===== src/rtl/core/tzpc_pkg.sv =====
`timescale 1ns / 1ps
`default_nettype none

package tzpc_pkg;

  // Configuration register indexes
  localparam logic [1:0] CFG_MARGIN     = 2'd0;
  localparam logic [1:0] CFG_CAL_SAMPLES = 2'd1;
  localparam logic [1:0] CFG_DFLT_BASE  = 2'd2;
  localparam logic [1:0] CFG_EVENT_LIMIT = 2'd3;

  // Register reset values
  localparam logic [11:0] MARGIN_RST      = 12'd300;
  localparam logic [5:0]  CAL_SAMPLES_RST = 6'd20;
  localparam logic [15:0] DFLT_BASE_RST   = 16'd4000;
  localparam logic [7:0]  EVENT_LIMIT_RST = 8'd50;

  typedef enum logic [1:0] {
    EV_NONE  = 2'd0,
    EV_IN    = 2'd1,
    EV_OUT   = 2'd2,
    EV_UNDIR = 2'd3
  } event_kind_t;

  typedef struct packed {
    logic [11:0] margin;
    logic [5:0]  cal_samples;
    logic [15:0] dflt_base;
    logic [7:0]  event_limit;
  } cfg_t;

  // One reading after the front stage; lhs = distance + margin
  typedef struct packed {
    logic        zone;
    logic        range_valid;
    logic [16:0] lhs;
  } item_t;

endpackage

`default_nettype wire


===== src/rtl/core/tzpc_front.sv =====
`timescale 1ns / 1ps
`default_nettype none

module tzpc_front (
  input  wire logic             clk,
  input  wire logic             rst_n,
  input  wire tzpc_pkg::cfg_t   cfg,
  input  wire logic             in_tvalid,
  output logic                  in_tready,
  input  wire logic [15:0]      in_tdata,
  input  wire logic [1:0]       in_tuser,
  output logic                  push,
  output tzpc_pkg::item_t       push_item,
  input  wire logic             q_ready
);

  logic            vld_r;
  logic            vld_nxt;
  tzpc_pkg::item_t item_r;

  // Stage empties when the queue takes its beat and no new beat is accepted
  assign push      = vld_r & q_ready;
  assign push_item = item_r;
  assign in_tready = ~vld_r | q_ready;

  always_comb begin
    vld_nxt = vld_r;
    if (in_tvalid && in_tready) begin
      vld_nxt = 1'b1;
    end else if (push) begin
      vld_nxt = 1'b0;
    end
  end

  always_ff @(posedge clk) begin
    if (!rst_n) begin
      vld_r <= 1'b0;
    end else begin
      vld_r <= vld_nxt;
    end
  end

  // Classify: split sideband, precompute distance plus margin
  always_ff @(posedge clk) begin
    if (in_tvalid && in_tready) begin
      item_r.zone        <= in_tuser[0];
      item_r.range_valid <= in_tuser[1];
      item_r.lhs         <= {1'b0, in_tdata} + {5'd0, cfg.margin};
    end
  end

endmodule

`default_nettype wire


===== src/rtl/core/tzpc_queue.sv =====
`timescale 1ns / 1ps
`default_nettype none

module tzpc_queue (
  input  wire logic            clk,
  input  wire logic            rst_n,
  input  wire logic            push,
  input  wire tzpc_pkg::item_t push_item,
  output logic                 q_ready,
  input  wire logic            pop,
  output logic                 q_valid,
  output tzpc_pkg::item_t      q_item
);

  // Two-entry queue
  tzpc_pkg::item_t mem_r [2];
  logic            wr_ptr_r;
  logic            wr_ptr_nxt;
  logic            rd_ptr_r;
  logic            rd_ptr_nxt;
  logic [1:0]      cnt_r;
  logic [1:0]      cnt_nxt;

  assign q_ready = (cnt_r != 2'd2);
  assign q_valid = (cnt_r != 2'd0);
  assign q_item  = mem_r[rd_ptr_r];

  always_comb begin
    wr_ptr_nxt = wr_ptr_r ^ push;
    rd_ptr_nxt = rd_ptr_r ^ pop;
    cnt_nxt    = cnt_r + {1'b0, push} - {1'b0, pop};
  end

  always_ff @(posedge clk) begin
    if (!rst_n) begin
      wr_ptr_r <= 1'b0;
      rd_ptr_r <= 1'b0;
      cnt_r    <= 2'd0;
    end else begin
      wr_ptr_r <= wr_ptr_nxt;
      rd_ptr_r <= rd_ptr_nxt;
      cnt_r    <= cnt_nxt;
    end
  end

  always_ff @(posedge clk) begin
    if (push) begin
      mem_r[wr_ptr_r] <= push_item;
    end
  end

endmodule

`default_nettype wire


===== src/rtl/core/tzpc_back.sv =====
`timescale 1ns / 1ps
`default_nettype none

module tzpc_back (
  input  wire logic            clk,
  input  wire logic            rst_n,
  input  wire tzpc_pkg::cfg_t  cfg,
  input  wire logic            q_valid,
  input  wire tzpc_pkg::item_t q_item,
  output logic                 pop,
  output logic                 out_tvalid,
  input  wire logic            out_tready,
  output logic [31:0]          out_tdata,
  output logic [1:0]           out_tuser
);

  // Counter state
  logic [5:0]  sample_cnt_r [2];
  logic [5:0]  sample_cnt_nxt [2];
  logic [5:0]  valid_cnt_r [2];
  logic [5:0]  valid_cnt_nxt [2];
  logic [21:0] valid_sum_r [2];
  logic [21:0] valid_sum_nxt [2];
  logic        left_occ_r;
  logic        left_occ_nxt;
  logic [1:0]  order_len_r;
  logic [1:0]  order_len_nxt;
  logic        first_zone_r;
  logic        first_zone_nxt;
  logic [7:0]  in_total_r;
  logic [7:0]  in_total_nxt;
  logic [7:0]  out_total_r;
  logic [7:0]  out_total_nxt;
  logic [7:0]  events_r;
  logic [7:0]  events_nxt;

  // Output register
  logic                  out_vld_r;
  logic                  out_vld_nxt;
  tzpc_pkg::event_kind_t kind_r;
  logic                  occ_out_r;
  logic                  calib_out_r;
  logic                  fin_out_r;
  logic [7:0]            in_out_r;
  logic [7:0]            out_out_r;
  logic [7:0]            ev_out_r;

  // Per-item decode
  logic                  z;
  logic                  active;
  logic                  zone_cal;
  logic                  any_cal;
  logic [5:0]            vc;
  logic [22:0]           prod;
  logic                  blocked;
  logic                  occ;
  tzpc_pkg::event_kind_t kind;
  logic                  calib_after;
  logic                  fin_after;

  assign pop = q_valid & (~out_vld_r | out_tready);

  assign z        = q_item.zone;
  assign active   = events_r < cfg.event_limit;
  assign zone_cal = sample_cnt_r[z] < cfg.cal_samples;
  assign any_cal  = (sample_cnt_r[0] < cfg.cal_samples) |
                    (sample_cnt_r[1] < cfg.cal_samples);
  assign vc       = valid_cnt_r[z];
  assign prod     = {6'd0, q_item.lhs} * {17'd0, vc};
  assign blocked  = (vc == 6'd0) ? (q_item.lhs < {1'b0, cfg.dflt_base})
                                 : (prod < {1'b0, valid_sum_r[z]});

  // State update for the item at the queue head
  always_comb begin
    sample_cnt_nxt = sample_cnt_r;
    valid_cnt_nxt  = valid_cnt_r;
    valid_sum_nxt  = valid_sum_r;
    left_occ_nxt   = left_occ_r;
    order_len_nxt  = order_len_r;
    first_zone_nxt = first_zone_r;
    in_total_nxt   = in_total_r;
    out_total_nxt  = out_total_r;
    events_nxt     = events_r;
    occ            = 1'b0;
    kind           = tzpc_pkg::EV_NONE;
    if (active) begin
      if (zone_cal) begin
        // learning the empty-floor baseline
        sample_cnt_nxt[z] = sample_cnt_r[z] + 6'd1;
        if (q_item.range_valid) begin
          valid_cnt_nxt[z] = valid_cnt_r[z] + 6'd1;
          valid_sum_nxt[z] = valid_sum_r[z] + {5'd0, q_item.lhs} -
                             {10'd0, cfg.margin};
        end
      end else if (!any_cal) begin
        occ = q_item.range_valid & blocked;
        if (occ && (order_len_r < 2'd2) &&
            ((order_len_r == 2'd0) || (first_zone_r != z))) begin
          if (order_len_r == 2'd0) begin
            first_zone_nxt = z;
          end
          order_len_nxt = order_len_r + 2'd1;
        end
        if (!z) begin
          left_occ_nxt = occ;
        end else if (!left_occ_r && !occ && (order_len_nxt != 2'd0)) begin
          if ((order_len_nxt == 2'd2) && !first_zone_nxt) begin
            in_total_nxt = in_total_r + 8'd1;
            kind         = tzpc_pkg::EV_IN;
          end else if (order_len_nxt == 2'd2) begin
            out_total_nxt = out_total_r + 8'd1;
            kind          = tzpc_pkg::EV_OUT;
          end else begin
            kind = tzpc_pkg::EV_UNDIR;
          end
          events_nxt    = events_r + 8'd1;
          order_len_nxt = 2'd0;
        end
      end
    end
    calib_after = (sample_cnt_nxt[0] < cfg.cal_samples) |
                  (sample_cnt_nxt[1] < cfg.cal_samples);
    fin_after   = events_nxt >= cfg.event_limit;
  end

  always_comb begin
    out_vld_nxt = out_vld_r;
    if (pop) begin
      out_vld_nxt = 1'b1;
    end else if (out_tready) begin
      out_vld_nxt = 1'b0;
    end
  end

  always_ff @(posedge clk) begin
    if (!rst_n) begin
      sample_cnt_r <= '{default: 6'd0};
      valid_cnt_r  <= '{default: 6'd0};
      valid_sum_r  <= '{default: 22'd0};
      left_occ_r   <= 1'b0;
      order_len_r  <= 2'd0;
      first_zone_r <= 1'b0;
      in_total_r   <= 8'd0;
      out_total_r  <= 8'd0;
      events_r     <= 8'd0;
      out_vld_r    <= 1'b0;
    end else begin
      out_vld_r <= out_vld_nxt;
      if (pop) begin
        sample_cnt_r <= sample_cnt_nxt;
        valid_cnt_r  <= valid_cnt_nxt;
        valid_sum_r  <= valid_sum_nxt;
        left_occ_r   <= left_occ_nxt;
        order_len_r  <= order_len_nxt;
        first_zone_r <= first_zone_nxt;
        in_total_r   <= in_total_nxt;
        out_total_r  <= out_total_nxt;
        events_r     <= events_nxt;
      end
    end
  end

  // Result beat payload
  always_ff @(posedge clk) begin
    if (pop) begin
      kind_r      <= kind;
      occ_out_r   <= occ;
      calib_out_r <= calib_after;
      fin_out_r   <= fin_after;
      in_out_r    <= in_total_nxt;
      out_out_r   <= out_total_nxt;
      ev_out_r    <= events_nxt;
    end
  end

  assign out_tvalid = out_vld_r;
  assign out_tdata  = {5'd0, fin_out_r, calib_out_r, occ_out_r,
                       ev_out_r, out_out_r, in_out_r};
  assign out_tuser  = kind_r;

`ifndef SYNTHESIS
  // An event or a blocked beam is only reported once calibration is over
  a_event_after_cal: assert property (@(posedge clk) disable iff (!rst_n)
    out_vld_r && ((kind_r != tzpc_pkg::EV_NONE) || occ_out_r) |-> !calib_out_r)
    else $error("event or occupancy reported while calibrating");

  // Beam order never records more than two entries
  a_order_len: assert property (@(posedge clk) disable iff (!rst_n)
    order_len_r != 2'd3)
    else $error("order length overflow");

  // Every accepted event bumps the event total by exactly one
  a_event_step: assert property (@(posedge clk) disable iff (!rst_n)
    pop && (kind != tzpc_pkg::EV_NONE) |=> events_r == $past(events_r) + 8'd1)
    else $error("event total did not advance");
`endif

endmodule

`default_nettype wire


===== src/rtl/core/two_zone_people_counter.sv =====
`timescale 1ns / 1ps
`default_nettype none

// Channel   Dir  Handshake              Payload
// in_       in   in_tvalid/in_tready    tdata: distance_mm; tuser: zone, range_valid
// out_      out  out_tvalid/out_tready  tdata: count_in..finished; tuser: event_kind
// cfg_      in   cfg_valid/cfg_ready    cfg_index, cfg_data
//
// One reading per cycle sustained while out_tready is high; a reading passes through the
// front register, the queue and the result register on its way to the result beat.
// The state update (one 17x6 multiply and compare) is combinational in the back end.
// rst_n is synchronous; counters, calibration sums, valid flags, pointers and config registers reset.
// A two-entry queue lets the front keep taking beats while the result stalls.
// cfg_ready is always high; writes take effect on the next cycle.

module two_zone_people_counter (
  input  wire logic        clk,
  input  wire logic        rst_n,
  // input beats
  input  wire logic        in_tvalid,
  output logic             in_tready,
  input  wire logic [15:0] in_tdata,   // [15:0] distance_mm
  input  wire logic [1:0]  in_tuser,   // [0] zone, [1] range_valid
  // result beats
  output logic             out_tvalid,
  input  wire logic        out_tready,
  output logic [31:0]      out_tdata,  // [7:0] count_in, [15:8] count_out,
                                       // [23:16] event_total, [24] zone_occupied,
                                       // [25] calibrating, [26] finished
  output logic [1:0]       out_tuser,  // [1:0] event_kind
  // configuration writes
  input  wire logic        cfg_valid,
  output logic             cfg_ready,
  input  wire logic [1:0]  cfg_index,
  input  wire logic [15:0] cfg_data
);

  tzpc_pkg::cfg_t  cfg_r;
  tzpc_pkg::cfg_t  cfg_nxt;
  logic            push;
  tzpc_pkg::item_t push_item;
  logic            q_ready;
  logic            q_valid;
  tzpc_pkg::item_t q_item;
  logic            pop;

  assign cfg_ready = 1'b1;

  // Register file write decode
  always_comb begin
    cfg_nxt = cfg_r;
    if (cfg_valid && cfg_ready) begin
      case (cfg_index)
        tzpc_pkg::CFG_MARGIN:      cfg_nxt.margin      = cfg_data[11:0];
        tzpc_pkg::CFG_CAL_SAMPLES: cfg_nxt.cal_samples = cfg_data[5:0];
        tzpc_pkg::CFG_DFLT_BASE:   cfg_nxt.dflt_base   = cfg_data;
        tzpc_pkg::CFG_EVENT_LIMIT: cfg_nxt.event_limit = cfg_data[7:0];
        default:                   cfg_nxt = cfg_r;
      endcase
    end
  end

  always_ff @(posedge clk) begin
    if (!rst_n) begin
      cfg_r.margin      <= tzpc_pkg::MARGIN_RST;
      cfg_r.cal_samples <= tzpc_pkg::CAL_SAMPLES_RST;
      cfg_r.dflt_base   <= tzpc_pkg::DFLT_BASE_RST;
      cfg_r.event_limit <= tzpc_pkg::EVENT_LIMIT_RST;
    end else begin
      cfg_r <= cfg_nxt;
    end
  end

  tzpc_front u_front (
    .clk       (clk),
    .rst_n     (rst_n),
    .cfg       (cfg_r),
    .in_tvalid (in_tvalid),
    .in_tready (in_tready),
    .in_tdata  (in_tdata),
    .in_tuser  (in_tuser),
    .push      (push),
    .push_item (push_item),
    .q_ready   (q_ready)
  );

  tzpc_queue u_queue (
    .clk       (clk),
    .rst_n     (rst_n),
    .push      (push),
    .push_item (push_item),
    .q_ready   (q_ready),
    .pop       (pop),
    .q_valid   (q_valid),
    .q_item    (q_item)
  );

  tzpc_back u_back (
    .clk        (clk),
    .rst_n      (rst_n),
    .cfg        (cfg_r),
    .q_valid    (q_valid),
    .q_item     (q_item),
    .pop        (pop),
    .out_tvalid (out_tvalid),
    .out_tready (out_tready),
    .out_tdata  (out_tdata),
    .out_tuser  (out_tuser)
  );

endmodule

`default_nettype wire


===== config.mk =====
export PLATFORM = sky130hd
export DESIGN_NAME = two_zone_people_counter
export DESIGN_NICKNAME = d
export VERILOG_FILES = /design/src/rtl/core/tzpc_pkg.sv /design/src/rtl/core/tzpc_front.sv /design/src/rtl/core/tzpc_queue.sv /design/src/rtl/core/tzpc_back.sv /design/src/rtl/core/two_zone_people_counter.sv
export SDC_FILE = /design/constraint.sdc
export NUM_CORES = 1
export LEC_CHECK = 0
export ABC_AREA = 0
export BUFFER_PORTS_ARGS = -buffer_cell sky130_fd_sc_hd__buf_2
export CAP_MARGIN = 10
export CELL_PAD_IN_SITES_DETAIL_PLACEMENT = 1
export CELL_PAD_IN_SITES_GLOBAL_PLACEMENT = 1
export CORE_MARGIN = 2
export CORE_UTILIZATION = 52
export CTS_CLUSTER_SIZE = 30
export DETAILED_ROUTE_END_ITERATION = 6
export PLACE_DENSITY_LB_ADDON = 0.1
export SYNTH_ARGS = -nofsm -noshare
export SYNTH_HDL_FRONTEND = slang
export SYNTH_SLANG_ARGS = --single-unit

===== constraint.sdc =====
create_clock -name clk -period 17.88 [get_ports clk]
set_clock_uncertainty 0.15 [all_clocks]
set_input_delay 1.788 -clock clk [delete_from_list [all_inputs] [get_ports clk]]
set_output_delay 1.788 -clock clk [all_outputs]
set_load 0.02 [all_outputs]

==> impl_metrics.ini <==
[clock_network]
clk_path_buf_depth = 3
cts.reportedPaths.clkPinSlew_ns = 0.06
htree_levels = 1
cts_made_buffers = 27
cts_root_buf = clkbuf_16
holdBufCountCts = 0
cts_sinks = 231
cts_tree = yes
post_cts_buffers = 0
clkLatencyLatePin_ns = 0.56
ctsResizeCount = 0

[setup_path]
slowest_delay_ns = 1.07
end_kind = register
critPathLaunchType = register
cp.arrival_ns = 11.03
worstRegToRegCells = 37
r2r_end = u_back.fin_out_r
cp_common_cell = a21o_1
path_max_fanout = 42
cp.required_ns = 18.04
path_class = register to register
crit_slowest_cell = dfxtp_1
r2r_setup_slack_ns = 7.00

[routing]
firstDrtPassIters = 5
ant_nets = 0
wl_per_cell_um = 19.8
drt_iter0_drc = 717
totalWireLength_um = 45900
via_per_inst = 5.69
drc = 0
vias = 13246

[final_layout]
layout-drive-gt1-share = 0.0956
num-nets-final = 2175
multiInputGateArea_um2 = 9860
area_growth_syn_to_layout_pct = 10.3
register_area_um2 = 5490
fin_area_um2 = 18100
n_antenna_cell = 0
fill_cells = 3652

[sta]
rsz0062_at_grt = no
fmax_mhz = 92.0
final.setup.tns_ns = 0
tightest_slew_ns = 1.15
setup_violations = 0
slew_viol_final = 0
hold_violations = 0
period_share = 0.608
min_period_ns = 10.88
maxSlewHeadroom = 0.208

[grt]
grt_use_total = 0.284
globalRoute.busiestLayer = met2
grt_max_degree = 91
antenna_found_initial = 0
met2_usage = 0.489
overflow = 0
groute.layer.met1.usage = 0.375
grt_use_met3 = 0.0379
grt_pass1_vias = 14159
grt_pass1_wl_um = 74900

[yosys]
yosysTopAreaCell = dfxtp_1
synth_compound_area_frac = 0.128
synthCells = 1840
synth_cell_type_count = 78
yosys_warnings = 0
yosys.area_share.adder = 0.210
avgSynthCellArea_um2 = 8.94
async_reset_ff_frac = 0
synth_area_um2 = 16400
ys_ff_latch = 231
synth.area.mux_share = 0.0476
synth_top_area_frac = 0.177
seq_area_frac_synth = 0.334
synth_edf_count = 86
synth_xor_xnor_area_share = 0.0479
yosys-top-cells-area = dfxtp_1 (18%), edfxtp_1 (16%), ha_1 (12%)
synthTopCellsByCount = nand2_1 (242), inv_1 (204), nor2_1 (175)
yosys.area_share.simple = 0.165
synth_most_common_cell = nand2_1
synth_top_family_by_area = adder cells
synthFlopType = dfxtp_1

[placement]
gp_routability_congestion = 0.878
hpwl_um = 34200
placement.io_buffers = 71
placed_cell_area_um2 = 17200

[power_and_ir_drop]
leakage_nw = 8.28
p_sw_frac = 0.405
power_frac_seq = 0.305
switching_power_uw = 904
p_per_area_nw_per_um2 = 123
clockPowerShare = 0.249
internal_power_mw = 1.33
total_power_mw = 2.23
peakVddDrop_mv = 0.0951
power_frac_comb = 0.446

[min_path]
hold_path_class = register to register
holdPathEnd = u_queue.mem_r[0][11]
min_from = u_front.push_item[11]
whs_path_depth = 0

[floorplanning]
coreArea_um2 = 31300
fp.dieW_um = 182
dieArea_um2 = 33100
rows = 65
initial_utilization = 0.525
die_h_um = 182
io_pins = 78

[outcome]
status = complete, no violations

[run]
maxCapViolations = 0
==> power groups by stage <==
stage	Combinational, mW	Clock (mW)	Sequential [mW]
3_5_place_dp	0.984	0	0.692
6_report	0.994	0.555	0.681
2_1_floorplan	0.690	0	0.697
4_1_cts	0.994	0.562	0.682
5_1_grt	1.11	0.582	0.690
3_3_place_gp	0.949	0	0.687
==> flip-flops by register name (all words and copies together), names as in the netlist, 8 cells and up, named ones only <==
signal	flops
cfg_r	42
u_back.ev_out_r	8
u_back.events_r	8
u_back.in_out_r	8
u_back.in_total_r	8
u_back.out_out_r	8
u_back.out_total_r	8
u_back.sample_cnt_r	12
u_back.valid_cnt_r	12
u_back.valid_sum_r	44
u_front.push_item	19
u_queue.mem_r	38
==> per-stage QoR <==
stage | setup slack [ns] | utilization | cells | hold slack (ns)
floorplan | 8.68 | - | 1844 | 0.271
global placement | 7.32 | 0.550 | 2275 | 0.277
detailed placement | 7.01 | 0.550 | 2275 | 0.281
CTS | 6.99 | 0.579 | 2325 | 0.292
global route | 6.50 | 0.579 | 2326 | 0.298
finish | 7.00 | 0.579 | 2326 | 0.293
==> worst max path at each step <==
stage | from | to | slack [ns]
global route | register | u_back.fin_out_r | 6.50
finish | register | u_back.fin_out_r | 7.00
global placement | register | u_back.fin_out_r | 7.32
detailed placement | register | u_back.fin_out_r | 7.01
CTS | register | u_back.fin_out_r | 6.99
floorplan | register | u_back.fin_out_r | 8.68
==> cell families after synthesis <==
| family | Yosys count |
|---|---|
| other | 2 |
| AND/OR/NAND/NOR | 610 |
| XOR/XNOR | 89 |
| multiplexers | 74 |
| flip-flops | 231 |
| buffers and inverters | 281 |
| AO/OA/AOI/OAI | 322 |
| adder cells (fa/ha/maj) | 231 |
==> area by class of cell <==
cell class	count	share of cell area
multi-input combinational	1332	0.544
clock inverter	11	0.00600
timing repair buffer	105	0.0339
sequential	231	0.302
inverter	206	0.0426
clock buffer	39	0.0437
tap	402	0.0277
==> critical path: cells and delay by family, from the launching register on <==
kind            cells  cell delay [ns]
simple gates        6             0.82
xor+xnor            1             0.15
mux                 3             1.90
compound gates     18             3.59
flops               1             1.07
fa+ha+maj           6             2.53
buf+inv             3             0.36
==> per-layer routing <==
| metal | vias to the layer above | wire length [um] | part of all wire |
|---|---|---|---|
| met5 | - | 0 | 0 |
| met1 | 6577 | 20900 | 0.45 |
| met3 | 74 | 1870 | 0.041 |
| met4 | 0 | 1170 | 0.026 |
| li1 | 6364 | - | - |
| met2 | 231 | 22000 | 0.48 |
==> cells in the final DEF, fill, tap and decap left out, types with 16 or more instances in the layout <==
cell type,Yosys,routed
a21o_1,30,30
a21oi_1,121,121
and3_1,16,16
buf_2,9,71
buf_4,14,33
clkbuf_16,0,28
dfxtp_1,145,145
edfxtp_1,86,86
fa_1,74,74
ha_1,157,157
inv_1,204,203
mux2i_1,62,61
nand2_1,242,242
nand2b_1,30,30
nand3_1,48,48
nor2_1,175,174
nor3_1,28,28
o211ai_1,18,18
o21ai_0,34,34
xnor2_1,48,48
xor2_1,40,40
Note: power is estimated with default switching activity, not from simulation.
